## src/rtl/egcd_pkg.sv

```systemverilog
// ----------------------------------------------------------------------------
// egcd_pkg
// Shared types, constants and the control store of the gcd unit.
// ----------------------------------------------------------------------------
package egcd_pkg;

	// field widths of the request and result
	localparam int FIELD_W       = 32;
	localparam int OPERAND_W_DEF = 32;

	// microprogram addresses
	localparam int STEP_W = 3;
	typedef logic [STEP_W-1:0] step_t;

	localparam step_t STEP_IDLE    = 3'd0;
	localparam step_t STEP_TEST    = 3'd1;
	localparam step_t STEP_DIVINIT = 3'd2;
	localparam step_t STEP_DIVSTEP = 3'd3;
	localparam step_t STEP_SWAP    = 3'd4;
	localparam step_t STEP_DONE    = 3'd5;

	// branch conditions
	typedef enum logic [2:0] {
		COND_ALWAYS   = 3'd0,
		COND_IN_REQ   = 3'd1,
		COND_B_ZERO   = 3'd2,
		COND_CNT_LAST = 3'd3,
		COND_OUT_FREE = 3'd4
	} cond_t;

	// datapath controls
	typedef struct packed {
		logic load;
		logic div_init;
		logic div_step;
		logic swap;
	} dp_ctrl_t;

	// datapath status
	typedef struct packed {
		logic b_zero;
		logic cnt_last;
	} dp_stat_t;

	// one control word
	typedef struct packed {
		cond_t    cond;
		step_t    addr_true;
		step_t    addr_false;
		logic     gated;
		logic     out_load;
		dp_ctrl_t dp;
	} uword_t;

	// control store
	function automatic uword_t ucode_rom(input step_t addr);
		uword_t w;
		w = '{cond: COND_ALWAYS, addr_true: STEP_IDLE, addr_false: STEP_IDLE,
			gated: 1'b0, out_load: 1'b0, dp: '0};
		case (addr)
			STEP_IDLE: begin
				w.cond       = COND_IN_REQ;
				w.addr_true  = STEP_TEST;
				w.addr_false = STEP_IDLE;
				w.gated      = 1'b1;
				w.dp.load    = 1'b1;
			end
			STEP_TEST: begin
				w.cond       = COND_B_ZERO;
				w.addr_true  = STEP_DONE;
				w.addr_false = STEP_DIVINIT;
			end
			STEP_DIVINIT: begin
				w.addr_true   = STEP_DIVSTEP;
				w.dp.div_init = 1'b1;
			end
			STEP_DIVSTEP: begin
				w.cond        = COND_CNT_LAST;
				w.addr_true   = STEP_SWAP;
				w.addr_false  = STEP_DIVSTEP;
				w.dp.div_step = 1'b1;
			end
			STEP_SWAP: begin
				w.addr_true = STEP_TEST;
				w.dp.swap   = 1'b1;
			end
			STEP_DONE: begin
				w.cond       = COND_OUT_FREE;
				w.addr_true  = STEP_IDLE;
				w.addr_false = STEP_DONE;
				w.gated      = 1'b1;
				w.out_load   = 1'b1;
			end
			default: begin
				w.addr_true = STEP_IDLE;
			end
		endcase
		return w;
	endfunction

endpackage

```

## src/rtl/egcd_datapath.sv

```systemverilog
// ----------------------------------------------------------------------------
// egcd_datapath
// Working pair registers and a restoring shift-subtract remainder unit.
// ----------------------------------------------------------------------------
module egcd_datapath #(
	parameter int OPERAND_WIDTH = egcd_pkg::OPERAND_W_DEF
) (
	input  logic                         clk,
	input  logic                         arst_n,
	input  egcd_pkg::dp_ctrl_t           ctrl,
	input  logic [egcd_pkg::FIELD_W-1:0] first_operand,
	input  logic [egcd_pkg::FIELD_W-1:0] second_operand,
	output egcd_pkg::dp_stat_t           stat,
	output logic [egcd_pkg::FIELD_W-1:0] result
);

	localparam int CNT_W = (OPERAND_WIDTH > 1) ? $clog2(OPERAND_WIDTH) : 1;

	logic [OPERAND_WIDTH-1:0] a_ld;
	logic [OPERAND_WIDTH-1:0] b_ld;
	logic [OPERAND_WIDTH-1:0] a_q;
	logic [OPERAND_WIDTH-1:0] b_q;
	logic [OPERAND_WIDTH-1:0] rem_q;
	logic [OPERAND_WIDTH-1:0] shf_q;
	logic [CNT_W-1:0]         cnt_q;
	logic [OPERAND_WIDTH:0]   trial;
	logic [OPERAND_WIDTH:0]   diff;
	logic [OPERAND_WIDTH-1:0] rem_nxt;

	// operand masking to the working width
	if (OPERAND_WIDTH <= egcd_pkg::FIELD_W) begin : g_narrow_in
		assign a_ld = first_operand[OPERAND_WIDTH-1:0];
		assign b_ld = second_operand[OPERAND_WIDTH-1:0];
	end else begin : g_wide_in
		assign a_ld = {{(OPERAND_WIDTH-egcd_pkg::FIELD_W){1'b0}}, first_operand};
		assign b_ld = {{(OPERAND_WIDTH-egcd_pkg::FIELD_W){1'b0}}, second_operand};
	end

	// result carries the low field bits
	if (OPERAND_WIDTH >= egcd_pkg::FIELD_W) begin : g_wide_out
		assign result = a_q[egcd_pkg::FIELD_W-1:0];
	end else begin : g_narrow_out
		assign result = {{(egcd_pkg::FIELD_W-OPERAND_WIDTH){1'b0}}, a_q};
	end

	// one remainder bit per step
	always_comb begin
		trial   = {rem_q, shf_q[OPERAND_WIDTH-1]};
		diff    = trial - {1'b0, b_q};
		rem_nxt = diff[OPERAND_WIDTH] ? trial[OPERAND_WIDTH-1:0] : diff[OPERAND_WIDTH-1:0];
	end

	// status towards the sequencer
	assign stat.b_zero   = (b_q == '0);
	assign stat.cnt_last = (cnt_q == '0);

	// working registers
	always_ff @(posedge clk or negedge arst_n) begin
		if (!arst_n) begin
			a_q   <= '0;
			b_q   <= '0;
			rem_q <= '0;
			shf_q <= '0;
			cnt_q <= '0;
		end else begin
			if (ctrl.load) begin
				a_q <= a_ld;
				b_q <= b_ld;
			end else if (ctrl.swap) begin
				a_q <= b_q;
				b_q <= rem_q;
			end
			if (ctrl.div_init) begin
				rem_q <= '0;
				shf_q <= a_q;
				cnt_q <= CNT_W'(OPERAND_WIDTH - 1);
			end else if (ctrl.div_step) begin
				rem_q <= rem_nxt;
				shf_q <= {shf_q[OPERAND_WIDTH-2:0], 1'b0};
				cnt_q <= cnt_q - CNT_W'(1);
			end
		end
	end

endmodule

```

## src/rtl/euclid_gcd_unit.sv

```systemverilog
// ----------------------------------------------------------------------------
// euclid_gcd_unit
// Greatest common divisor of two unsigned operands by Euclid's rule.
// ----------------------------------------------------------------------------
// One request is worked at a time. A microprogram steps a shared remainder
// unit that produces one remainder bit per cycle; each Euclid iteration
// (a, b) <- (b, a mod b) runs the test, divide-init, divide-step and swap
// steps. The number of iterations is 0 when the second operand is zero and
// at most about 1.44 * OPERAND_WIDTH. The next request can be taken in the
// cycle after the result is loaded. gcd(a, 0) = a and gcd(0, 0) = 0. Operand
// bits above OPERAND_WIDTH are ignored. The result sits in an output
// register, so the next request is taken while it waits to be collected.
// ----------------------------------------------------------------------------
module euclid_gcd_unit #(
	parameter int OPERAND_WIDTH = egcd_pkg::OPERAND_W_DEF
) (
	input  logic                         clk,
	input  logic                         arst_n,
	input  logic                         in_valid,
	output logic                         in_ready,
	input  logic [egcd_pkg::FIELD_W-1:0] first_operand,
	input  logic [egcd_pkg::FIELD_W-1:0] second_operand,
	output logic                         out_valid,
	input  logic                         out_ready,
	output logic [egcd_pkg::FIELD_W-1:0] divisor
);

	egcd_pkg::step_t            pc_q;
	egcd_pkg::uword_t           uword;
	egcd_pkg::dp_ctrl_t         dp_ctrl;
	egcd_pkg::dp_stat_t         dp_stat;
	logic                       cond_true;
	logic                       act;
	logic                       out_free;
	logic                       out_valid_q;
	logic [egcd_pkg::FIELD_W-1:0] divisor_q;
	logic [egcd_pkg::FIELD_W-1:0] result;

	// control store read
	assign uword = egcd_pkg::ucode_rom(pc_q);

	assign in_ready = (pc_q == egcd_pkg::STEP_IDLE);
	assign out_free = !out_valid_q || out_ready;

	// branch condition select
	always_comb begin
		case (uword.cond)
			egcd_pkg::COND_ALWAYS:   cond_true = 1'b1;
			egcd_pkg::COND_IN_REQ:   cond_true = in_valid;
			egcd_pkg::COND_B_ZERO:   cond_true = dp_stat.b_zero;
			egcd_pkg::COND_CNT_LAST: cond_true = dp_stat.cnt_last;
			egcd_pkg::COND_OUT_FREE: cond_true = out_free;
			default:                 cond_true = 1'b1;
		endcase
	end

	// actions of a gated word fire only when its condition holds
	assign act     = !uword.gated || cond_true;
	assign dp_ctrl = act ? uword.dp : '0;

	// step counter
	always_ff @(posedge clk or negedge arst_n) begin
		if (!arst_n) begin
			pc_q <= egcd_pkg::STEP_IDLE;
		end else begin
			pc_q <= cond_true ? uword.addr_true : uword.addr_false;
		end
	end

	// output register
	always_ff @(posedge clk or negedge arst_n) begin
		if (!arst_n) begin
			out_valid_q <= 1'b0;
		end else begin
			out_valid_q <= (act && uword.out_load) || (out_valid_q && !out_ready);
		end
	end

	always_ff @(posedge clk) begin
		if (act && uword.out_load) begin
			divisor_q <= result;
		end
	end

	assign out_valid = out_valid_q;
	assign divisor   = divisor_q;

	// working pair and remainder unit
	egcd_datapath #(
		.OPERAND_WIDTH(OPERAND_WIDTH)
	) u_datapath (
		.clk           (clk),
		.arst_n        (arst_n),
		.ctrl          (dp_ctrl),
		.first_operand (first_operand),
		.second_operand(second_operand),
		.stat          (dp_stat),
		.result        (result)
	);

endmodule

```

## config.mk

```make
export PLATFORM = sky130hd
export DESIGN_NAME = euclid_gcd_unit
export DESIGN_NICKNAME = d
export VERILOG_FILES = /design/src/rtl/egcd_pkg.sv /design/src/rtl/egcd_datapath.sv /design/src/rtl/euclid_gcd_unit.sv
export SDC_FILE = /design/constraint.sdc
export NUM_CORES = 1
export LEC_CHECK = 0
export BUFFER_PORTS_ARGS = -buffer_cell sky130_fd_sc_hd__buf_2
export CAP_MARGIN = 20
export CORE_MARGIN = 1.5
export CORE_UTILIZATION = 40
export CTS_CLUSTER_DIAMETER = 40
export CTS_CLUSTER_SIZE = 10
export DETAILED_ROUTE_END_ITERATION = 7
export GPL_TIMING_DRIVEN = 0
export PLACE_DENSITY = 0.68
export SLEW_MARGIN = 20
export SYNTH_ARGS = -nofsm -noshare
export SYNTH_HDL_FRONTEND = slang
export SYNTH_SLANG_ARGS = --single-unit
```

## constraint.sdc

```tcl
create_clock -name clk -period 6.46 [get_ports clk]
set_input_delay 1.938 -clock clk [delete_from_list [all_inputs] [get_ports clk]]
set_output_delay 1.938 -clock clk [all_outputs]
set_load 0.03 [all_outputs]
```

# After elaboration in Yosys (flattened, before gate mapping)
# Cells that the tools add are included.
dict set report totals {
  mem_count 0
  ramBits 0
  regBits 169
  wordCells 57
  rom_bits 0
  out_inout_bits 34
  in_bits 68
  latchBits 0
}
dict set report op_classes {
  shifts 0
  bitwise_logic 0
  n_mul 0
  n_reduce_logical 15
  eq_ne 9
  div 0
  addsub 2
  muxes 23
  magnitude_cmp 0
}
# operator n
set op_table {}
lappend op_table {{32-bit 2-to-1 mux} 9}
lappend op_table {{33-bit by 32-bit subtractor with 33-bit output} 1}
lappend op_table {{32-bit logical NOT} 1}
lappend op_table {{3-bit one-hot mux with 4 select lines} 2}
lappend op_table {{3-bit by 2-bit equality test with 1-bit output, second input constant} 4}
lappend op_table {{5-bit 2-to-1 mux} 2}
lappend op_table {{3-bit equality test, second input constant} 3}
lappend op_table {{3-bit one-hot mux with 3 select lines} 1}
lappend op_table {{3-bit by 1-bit equality test with 1-bit output, second input constant} 2}
lappend op_table {{1-bit 2-to-1 mux} 6}
lappend op_table {{5-bit logical NOT} 1}
lappend op_table {{5-bit by 1-bit subtractor with 5-bit output, second input constant} 1}
lappend op_table {{4-bit 2-to-1 mux} 1}
lappend op_table {{1-bit one-hot mux with 4 select lines} 1}
lappend op_table {{2-bit nonzero test} 2}
lappend op_table {{2-bit OR reduction} 2}
lappend op_table {{1-bit logical NOT} 3}
lappend op_table {{3-bit logical NOT} 1}
lappend op_table {{1-bit logical OR} 3}
lappend op_table {{3-bit 2-to-1 mux} 1}
lappend op_table {{1-bit logical AND} 2}

# Longest topological paths before layout
# Gate-level depths: netlist of the first run.
dict set report logic_depth {
  depth_word 8
  ltp_mapped 13
}

# Hierarchy
# From an unflattened synthesis of the first run, not the netlist that was laid out.
dict set report unflattened {
  hier_cells 951
  hier_area_um2 9500.4
}
# mod cells_per_inst area_per_inst_um2 n_inst
set by_module_without_submodules {}
lappend by_module_without_submodules {egcd_datapath 888 8257.9 1}
lappend by_module_without_submodules {euclid_gcd_unit 63 1242.4 1}

# Worst setup path after synthesis of the first run
# No wires, ideal clock.
dict set report synth_timing {
  path_kind {input to register}
  from {in out_ready}
  to {reg divisor_q (netlist bit divisor[0]) (enable)}
  setup_slack_ns 2.681
  stages 2
  n_path_buf 0
  t_required_ns 6.039
  t_arrival_ns 3.358
  path_cell_list {nor2b_1 nor2_1}
}
dict set report synth_between {
  elab_chain_cells 4
}
# element line_no
set synth_lines {}
lappend synth_lines {{start: declaration} euclid_gcd_unit.sv:24} ;# input logic out_ready,
lappend synth_lines {{1-bit logical OR} euclid_gcd_unit.sv:43} ;# assign out_free = !out_valid_q || out_ready;
lappend synth_lines {{1-bit one-hot mux with 4 select lines} euclid_gcd_unit.sv:47} ;# case (uword.cond)
lappend synth_lines {{1-bit logical OR} euclid_gcd_unit.sv:58} ;# assign act = !uword.gated || cond_true;
lappend synth_lines {{1-bit logical AND} euclid_gcd_unit.sv:80} ;# if (act && uword.out_load) begin
lappend synth_lines {{end signal: assignment} euclid_gcd_unit.sv:81} ;# divisor_q <= result;
lappend synth_lines {{end: declaration} euclid_gcd_unit.sv:36} ;# logic [egcd_pkg::FIELD_W-1:0] divisor_q;
# Every way passes these cells.
# A chain may end at the register's enable or synchronous reset.

# Worst setup path in the final report of the first run
dict set report layout_timing {
  from {in out_ready}
  to {reg u_datapath.a_q[29], in the netlist u_datapath.result[29]}
}
dict set report layout_between {
  elab_chain_cells 5
  elab_cells_between_ends 6
  cone_classes {mux: 3; reduce/logical: 3}
}
# element line_no
set layout_lines {}
lappend layout_lines {{1-bit logical OR *} euclid_gcd_unit.sv:43}
lappend layout_lines {{1-bit one-hot mux with 4 select lines *} euclid_gcd_unit.sv:47}
lappend layout_lines {{1-bit logical OR *} euclid_gcd_unit.sv:58}
lappend layout_lines {{4-bit 2-to-1 mux *} euclid_gcd_unit.sv:59} ;# assign dp_ctrl = act ? uword.dp : '0;
lappend layout_lines {{32-bit 2-to-1 mux or 2-bit nonzero test (tied branches)} -}
lappend layout_lines {{end signal: assignment} egcd_datapath.sv:67} ;# a_q <= a_ld;
lappend layout_lines {{end signal: assignment} egcd_datapath.sv:70} ;# a_q <= b_q;
lappend layout_lines {{end: declaration} egcd_datapath.sv:21} ;# logic [OPERAND_WIDTH-1:0] a_q;
# Every way passes the cells marked *; elsewhere a longest branch is shown, timed or not.

==> qor.yml, run 1 <==
vias: 7893
skew_ns: 0.00913
startpoint_type: "input port"
crit_path_end_kind: "flip-flop"
finalSetupViolCount: 0
period_share: 0.590
syn_to_final_growth_pct: 17.1
timing.fmax_ghz: 0.262
wirelength_mm: 25.5
synth-edff-count: 32
worst_pin_slew_ns: 0.782
rsz0062_at_grt: "false"
drive_gt1_frac: 0.144
die_w_um: 156
cts_made_buffers: 17
drtPass1Iterations: 5
antenna_found_initial: 0
die_y_um: 156
io_pins: 102
nNetsFinal: 1225
wl_per_cell_um: 17.6
drt_iter0_drc: 506
fill_cells: 2107
crit_type: "input port to flip-flop"
coreArea_um2: 22800
ys_types: 63
grt_pass1_vias: 7594
gr-total-overflow: 0
cp_max_fo: 10
yosysSeqAreaShare: 0.469
finalCriticalPeriod_ns: 3.81
postSynthAreaPerCell_um2: 9.36
insertion_delay_ns: 0.43
ctsResizeCount: 0
placement_rows: 55
vias_per_cell: 5.45
initial_core_util: 0.411
status: "completed"
drc: 0
dpl.hpwl_mm: 19.6
grt_usage: 0.216
syn_nets: 1103
ys.warnings.count: 0
drv_slew: 0
drv_cap: 0
fin_setup_tns_ns: 0
ys_async_sr_fraction: 0.811
clock-sinks: 169
diodes: 0
die_area_um2: 24300
cts.clk_slew.worst_paths_ns: 0.07
final-hold-violation-count: 0
slew_headroom: 0.479
h-tree-depth: 4
cts_buffer_depth: 2
arrival_ns: 4.09
cts_setup_buffers: 0
hold_class: "flip-flop to flip-flop"
syn_area_um2: 9360
cts_root_buf: "clkbuf_16"
grt_max_degree: 76
grt_pass1_wl_mm: 40.6
gp_congestion: 0.871
cts_tree: "yes"
ys_ff_latch: 169
ys.flop_type: "dfrtp_1"
syn_inst: 1000
cts_hold_buf: 0
antenna_left: 0
io_buffers: 101
critPathRequiredTime_ns: 6.73
metrics by stage:
step / instances / utilization / hold WS, ns / worst slack (ns) / instance area [um^2]
2_1_floorplan: 1000 / - / 0.438 / 2.68 / 9360
3_3_place_gp: 1414 / 0.450 / 0.459 / 1.53 / 10300
3_5_place_dp: 1416 / 0.454 / 0.465 / 2.27 / 10300
4_1_cts: 1448 / 0.481 / 0.483 / 2.68 / 11000
5_1_grt: 1448 / 0.481 / 0.494 / 2.41 / 11000
6_report: 1448 / 0.481 / 0.482 / 2.65 / 11000
cell usage in the layout, fill, tap and decap left out, types with 4 or more instances in the layout:
cell	netlist	final
nand3b_1	4	4
a31oi_1	6	6
o211ai_1	6	6
and2_1	4	4
nand2_1	123	123
o21ai_1	17	17
edfxtp_1	32	32
ha_1	34	34
a21oi_1	107	107
a211oi_1	5	5
clkbuf_1	29	32
dfrtp_1	137	137
nor2_1	94	93
xnor2_1	17	17
o21a_1	4	4
buf_2	16	116
a21o_1	14	14
nor4_1	9	9
buf_1	8	8
nand3_1	19	19
o21ai_0	85	85
and3_1	4	4
clkbuf_16	0	17
nor3_1	15	15
a31o_2	5	5
mux2i_1	87	87
xor2_1	9	9
bufinv_16	0	5
nand4_1	4	4
inv_1	46	46
nor2b_1	4	4
layout make-up:
cell class,instances,area (um^2),area share
clock buffer,20,437,0.0398
inverter,46,173,0.0157
sequential,169,4390,0.400
buffer,57,254,0.0232
tap,313,392,0.0357
clock inverter,12,198,0.0180
timing repair buffer,103,571,0.0520
multi-input combinational,728,4550,0.415
final timing paths:
path | from | end | slack, ns | cells after the start
worst max register to register | u_datapath.shf_q[31] | u_datapath.rem_q[26] | 2.93 | 13
min in group asynchronous | arst_n | u_datapath.shf_q[25] | 1.44 | 1
worst min register to register | u_datapath.result[4] | divisor[4] | 0.48 | 0
worst max-delay path | out_ready | u_datapath.result[29] | 2.65 | 10
max in group asynchronous | arst_n | u_datapath.b_q[11] | 4.29 | 2
worst min-delay path | u_datapath.result[4] | divisor[4] | 0.48 | 0
per-layer routing:
metal | global-route usage | wire, um | vias to the layer above
met1 | 0.294 | 11700 | 3823
met3 | 0.0281 | 1160 | 52
met5 | 0 | 0 | -
li1 | - | - | 3786
met4 | 0.0844 | 750 | 0
met2 | 0.349 | 11900 | 232
logic make-up (layout without fill, tap and decap cells):
logic type,Yosys count,count (layout),synth area share
AND/OR/NAND/NOR,294,294,0.136
AO/OA/AOI/OAI,284,284,0.181
flip-flops,169,169,0.469
buffers and inverters,103,238,0.0456
multiplexers,87,87,0.0930
adder cells (fa/ha/maj),36,36,0.0486
XOR/XNOR,27,27,0.0273
state kept, by name, indices dropped and copies added, names as in the netlist:
signal and cells:
u_datapath.b_q 32, out_valid 1, u_datapath.result 32, divisor 32, u_datapath.rem_q 32, pc_q 3, u_datapath.shf_q 32, u_datapath.cnt_q 5
worst max-delay path, stage by stage:
cell and delay [ns]:
buf_2 0.09, nor2b_1 0.31, a21oi_1 0.15, nor2_1 0.11, a21oi_1 0.07, a211oi_2 0.31
or3_1 0.18, buf_2 0.23, clkbuf_1 0.49, o21ai_0 0.20
Yosys cell counts (4+ instances only):
cell,number,area (um^2)
xor2_1,9,78.8
nand3b_1,4,30.0
clkbuf_1,29,109
a21o_1,14,105
a21oi_1,107,536
nand4_1,4,25.0
buf_2,16,80.1
a211oi_1,5,37.5
a31oi_1,6,37.5
edfxtp_1,32,961
nor3_1,15,75.1
nor2b_1,4,25.0
buf_1,8,30.0
o21ai_0,85,425
mux2i_1,87,871
nor4_1,9,56.3
ha_1,34,425
dfrtp_1,137,3430
a31o_2,5,43.8
o21ai_1,17,85.1
nand2_1,123,462
nand3_1,19,95.1
and3_1,4,25.0
o21a_1,4,30.0
nor2_1,94,353
inv_1,46,173
o211ai_1,6,45.0
xnor2_1,17,149
and2_1,4,25.0
Power of run 1 is not shown: default switching activity piles up to over one toggle a cycle in this logic, so the estimate is an artifact.
==> run 2: changes to the inputs <==
--- a/config.mk
+++ b/config.mk
@@ -13,7 +13,7 @@
 export CTS_CLUSTER_SIZE = 10
 export DETAILED_ROUTE_END_ITERATION = 7
 export GPL_TIMING_DRIVEN = 0
-export PLACE_DENSITY = 0.68
+export PLACE_DENSITY = 0.7
 export SLEW_MARGIN = 20
 export SYNTH_ARGS = -nofsm -noshare
 export SYNTH_HDL_FRONTEND = slang
==> constraint.sdc (replaced) <==
create_clock -name clk -period 3.3 [get_ports clk]
set_input_delay 0.99 -clock clk [delete_from_list [all_inputs] [get_ports clk]]
set_output_delay 0.99 -clock clk [all_outputs]
set_load 0.03 [all_outputs]
==> qor.yml, run 2 (synthesized netlist as in run 1, its figures left out) <==
antenna_found_initial: 0
insertion_delay_ns: 0.44
timing.fmax_ghz: 0.320
placement_rows: 55
cts_tree: "yes"
grt_pass1_wl_mm: 39.8
die_w_um: 156
initial_core_util: 0.411
io_pins: 102
vias: 7824
die_y_um: 156
final_cell_mix: "137 x dfrtp_1, 123 x nand2_1, 116 x buf_2"
final-hold-violation-count: 0
grt_max_degree: 76
io_buffers: 101
reg2reg_depth: 13
gr-total-overflow: 0
critPathBufInv: 3
final_common_cell: "dfrtp_1"
drive_gt1_frac: 0.159
nNetsFinal: 1231
cp_max_fo: 5
cp.depth: 13
fill_cells: 2122
cts_made_buffers: 17
period_share: 0.946
drv_slew: 0
drc: 0
status: "completed"
wl_per_cell_um: 17.3
worst_pin_slew_ns: 0.789
hold_class: "input port to asynchronous set/reset pin"
cts.clk_slew.worst_paths_ns: 0.08
vias_per_cell: 5.38
multi_input_area_um2: 4580
gp_congestion: 0.858
cts_buffer_depth: 2
worst_path_largest_cell_delay_ns: 0.40
antenna_left: 0
dp_cells: 1416
coreArea_um2: 22800
cpMaxStageDelayCell: "dfrtp_1"
startpoint_type: "flip-flop"
grt_usage: 0.212
die_area_um2: 24300
drtPass1Iterations: 5
wirelength_mm: 25.2
crit_path_end_kind: "flip-flop"
dpl.hpwl_mm: 19.4
grt_pass1_vias: 7435
path_cells: "inv_2 > ha_2 > inv_1 > fa_2 > a21o_1 > a221oi_4 > o22ai_4 > buf_4 > a31o_2 > a21oi_1 > nand2_1 > o2111ai_1 > o221ai_1"
stdcell_count: 1454
crit_type: "flip-flop to flip-flop"
skew_ns: 0.0167
finalCriticalPeriod_ns: 3.12
finalSetupViolCount: 0
critPathRequiredTime_ns: 3.59
arrival_ns: 3.42
syn_to_final_growth_pct: 17.3
h-tree-depth: 4
clock-sinks: 169
regArea_um2: 4390
cts_root_buf: "clkbuf_16"
cpLargestDelayFamily: "compound AO/OA/AOI/OAI gates"
rsz0062_at_grt: "false"
diodes: 0
slew_headroom: 0.474
drt_iter0_drc: 583
drv_cap: 0
-- run 2: final cells by class --
cell class,instances,share of cell area
flip-flops and latches,169,0.399
repair buffers,109,0.0564
inverters,46,0.0157
clock inverters,14,0.0117
clock buffers,18,0.0410
multi-input cells,728,0.417
plain buffers,57,0.0231
well taps,313,0.0356
-- run 2: stage by stage --
| step | utilization | hold WS (ns) | setup WS (ns) | area [um^2] | setup TNS (ns) |
|---|---|---|---|---|---|
| 2_1_floorplan | - | 0.438 | 0.403 | 9360 | 0 |
| 6_report | 0.482 | 0.460 | 0.177 | 11000 | 0 |
| 3_3_place_gp | 0.450 | 0.458 | -0.690 | 10300 | -106.63 |
| 4_1_cts | 0.480 | 0.484 | 0.0235 | 10900 | 0 |
| 5_1_grt | 0.482 | 0.487 | 0.0513 | 11000 | 0 |
| 3_5_place_dp | 0.454 | 0.470 | -0.195 | 10300 | -3.84 |
-- run 2: routing by layer --
layer	vias to the layer above	global-route usage	wire length [um]
met2	221	0.343	11700
met3	41	0.0281	1010
met1	3763	0.289	11800
met5	-	0	0
met4	0	0.0807	697
li1	3799	-	-
-- run 2: path summary, 6_finish.rpt --
kind | startpoint | slack [ns] | to
setup / recovery | u_datapath.shf_q[31] | 0.18 | u_datapath.rem_q[28]
hold / removal | arst_n | 0.46 | u_datapath.rem_q[5]
setup reg to reg | u_datapath.shf_q[31] | 0.18 | u_datapath.rem_q[28]
hold reg to reg | u_datapath.result[5] | 0.48 | divisor[5]
max in group asynchronous | arst_n | 2.09 | u_datapath.result[21]
min in group clk | u_datapath.result[5] | 0.48 | divisor[5]
-- run 2: worst reg2reg max path, delay by kind of cell (launching register included) --
kind | cells | cell delay (ns)
compound gates | 7 | 1.63
buf+inv | 3 | 0.31
flops | 1 | 0.40
fa+ha+maj | 2 | 0.56
simple gates | 1 | 0.09
-- run 2: what timing repair did --
item,in CTS,in global routing
setup buffers,1,5
gates resized for setup,2,6
pin swaps,1,5
hold buffers,0,0
endpoints found under the setup margin,32,31
Power of run 2 is left out for the same reason.
==> run 3: changes to the inputs <==
--- a/config.mk
+++ b/config.mk
@@ -5,15 +5,15 @@
 export SDC_FILE = /design/constraint.sdc
 export NUM_CORES = 1
 export LEC_CHECK = 0
-export BUFFER_PORTS_ARGS = -buffer_cell sky130_fd_sc_hd__buf_2
 export CAP_MARGIN = 20
 export CORE_MARGIN = 1.5
 export CORE_UTILIZATION = 40
 export CTS_CLUSTER_DIAMETER = 40
 export CTS_CLUSTER_SIZE = 10
 export DETAILED_ROUTE_END_ITERATION = 7
+export DONT_BUFFER_PORTS = 1
 export GPL_TIMING_DRIVEN = 0
-export PLACE_DENSITY = 0.7
+export PLACE_DENSITY = 0.66
 export SLEW_MARGIN = 20
 export SYNTH_ARGS = -nofsm -noshare
 export SYNTH_HDL_FRONTEND = slang
==> qor.yml, run 3 (synthesized netlist as in run 1, its figures left out) <==
antenna_found_initial: 5
drv_cap: 0
grt_pass1_vias: 7009
die_w_um: 156
reg2reg_depth: 14
hold_class: "input port to asynchronous set/reset pin"
insertion_delay_ns: 0.43
drv_slew: 0
grt_pass1_wl_mm: 39.2
nNetsFinal: 1130
syn_to_final_growth_pct: 12.1
cpLargestDelayFamily: "compound AO/OA/AOI/OAI gates"
die_area_um2: 24300
slew_headroom: 0.484
wl_per_cell_um: 18.4
vias: 7352
finalSetupViolCount: 0
io_buffers: 0
drtPass1Iterations: 5
multi_input_area_um2: 4600
worst_pin_slew_ns: 0.774
gp_congestion: 0.843
drive_gt1_frac: 0.0721
dpl.hpwl_mm: 19.0
crit_type: "flip-flop to flip-flop"
rsz0062_at_grt: "false"
cpMaxStageDelayCell: "dfrtp_1"
vias_per_cell: 5.43
final_area_um2: 10500
cts.clk_slew.worst_paths_ns: 0.07
pre_cts_ws_ns: -0.230
path_cells: "inv_2 > ha_4 > inv_1 > fa_1 > a21o_1 > a221oi_4 > o22ai_4 > a21oi_4 > o211ai_4 > xor2_4 > buf_12 > buf_6 > o2111ai_2 > o221ai_1"
fill_cells: 2150
cts_made_buffers: 17
placed_area_um2: 9790
drc: 0
cts_tree: "yes"
skew_ns: 0.00947
timing.hold.ws_ns: 0.246
cts_root_buf: "clkbuf_16"
cp_max_fo: 6
die_y_um: 156
startpoint_type: "flip-flop"
status: "completed"
critPathRequiredTime_ns: 3.64
cts_buffer_depth: 2
period_share: 0.950
h-tree-depth: 4
final-hold-violation-count: 0
arrival_ns: 3.48
io_pins: 102
grt_max_degree: 138
final_common_cell: "dfrtp_1"
wirelength_mm: 24.9
regArea_um2: 4390
timing.final.ws_setup_ns: 0.165
coreArea_um2: 22800
crit_path_end_kind: "flip-flop"
drt_iter0_drc: 521
finalCriticalPeriod_ns: 3.13
worst_path_largest_cell_delay_ns: 0.40
gr-total-overflow: 0
antenna_left: 0
timing.fmax_ghz: 0.319
final_cell_mix: "137 x dfrtp_1, 123 x nand2_1, 107 x a21oi_1"
critPathBufInv: 4
cp.depth: 14
placement_rows: 55
grt_usage: 0.210
initial_core_util: 0.411
clock-sinks: 169
## run 3: cell count changes in the layout (fill, tap and decap cells not counted), moves of 2 or more
cell | before | now
clkinv_2 | 1 | 3
clkinv_4 | 0 | 2
clkbuf_1 | 29 | 33
clkinv_1 | 0 | 2
clkbuf_8 | 0 | 2
diode_2 | 0 | 2
clkinvlp_4 | 4 | 0
bufinv_16 | 0 | 2
inv_6 | 5 | 0
buf_2 | 116 | 16
inv_8 | 3 | 0
## run 3: final timing paths
check | from | endpoint | slack, ns
max | u_datapath.shf_q[31] | u_datapath.rem_q[28] | 0.17
min | arst_n | u_datapath.rem_q[5] | 0.25
max reg2reg | u_datapath.shf_q[31] | u_datapath.rem_q[28] | 0.17
min reg2reg | u_datapath.result[29] | divisor[29] | 0.48
max in group asynchronous | arst_n | u_datapath.b_q[0] | 2.74
min in group clk | u_datapath.result[29] | divisor[29] | 0.48
## run 3: timing repair
item | CTS | global route
pin swaps | 1 | 6
endpoints found under the hold margin | 0 | 0
cloned | 0 | 2
resized for setup | 3 | 10
endpoints found under the setup margin | 43 | 32
hold buffers | 0 | 0
setup buffers | 2 | 3
## run 3: final cells by class
| cell class | count | share of cell area |
|---|---|---|
| diodes | 2 | 0.000477 |
| plain buffers | 57 | 0.0248 |
| clock buffers | 23 | 0.0446 |
| clock inverters | 9 | 0.00954 |
| inverters | 46 | 0.0164 |
| multi-input cells | 728 | 0.438 |
| flip-flops and latches | 169 | 0.418 |
| well taps | 313 | 0.0373 |
| repair buffers | 8 | 0.0106 |
## run 3: routing by layer
metal	vias up	routed length [um]	GRT usage
met5	-	46	0
met1	3499	11400	0.286
li1	3607	-	-
met2	196	11500	0.330
met4	6	624	0.0676
met3	44	1340	0.0478
## run 3: stage by stage
| stage | TNS, ns | utilization | instances |
|---|---|---|---|
| floorplan | 0 | - | 1000 |
| global placement | -14.98 | 0.428 | 1313 |
| detailed placement | -4.87 | 0.430 | 1314 |
| CTS | -0.00826 | 0.456 | 1348 |
| global route | 0 | 0.461 | 1353 |
| finish | 0 | 0.461 | 1355 |
Power of run 3 is left out for the same reason.
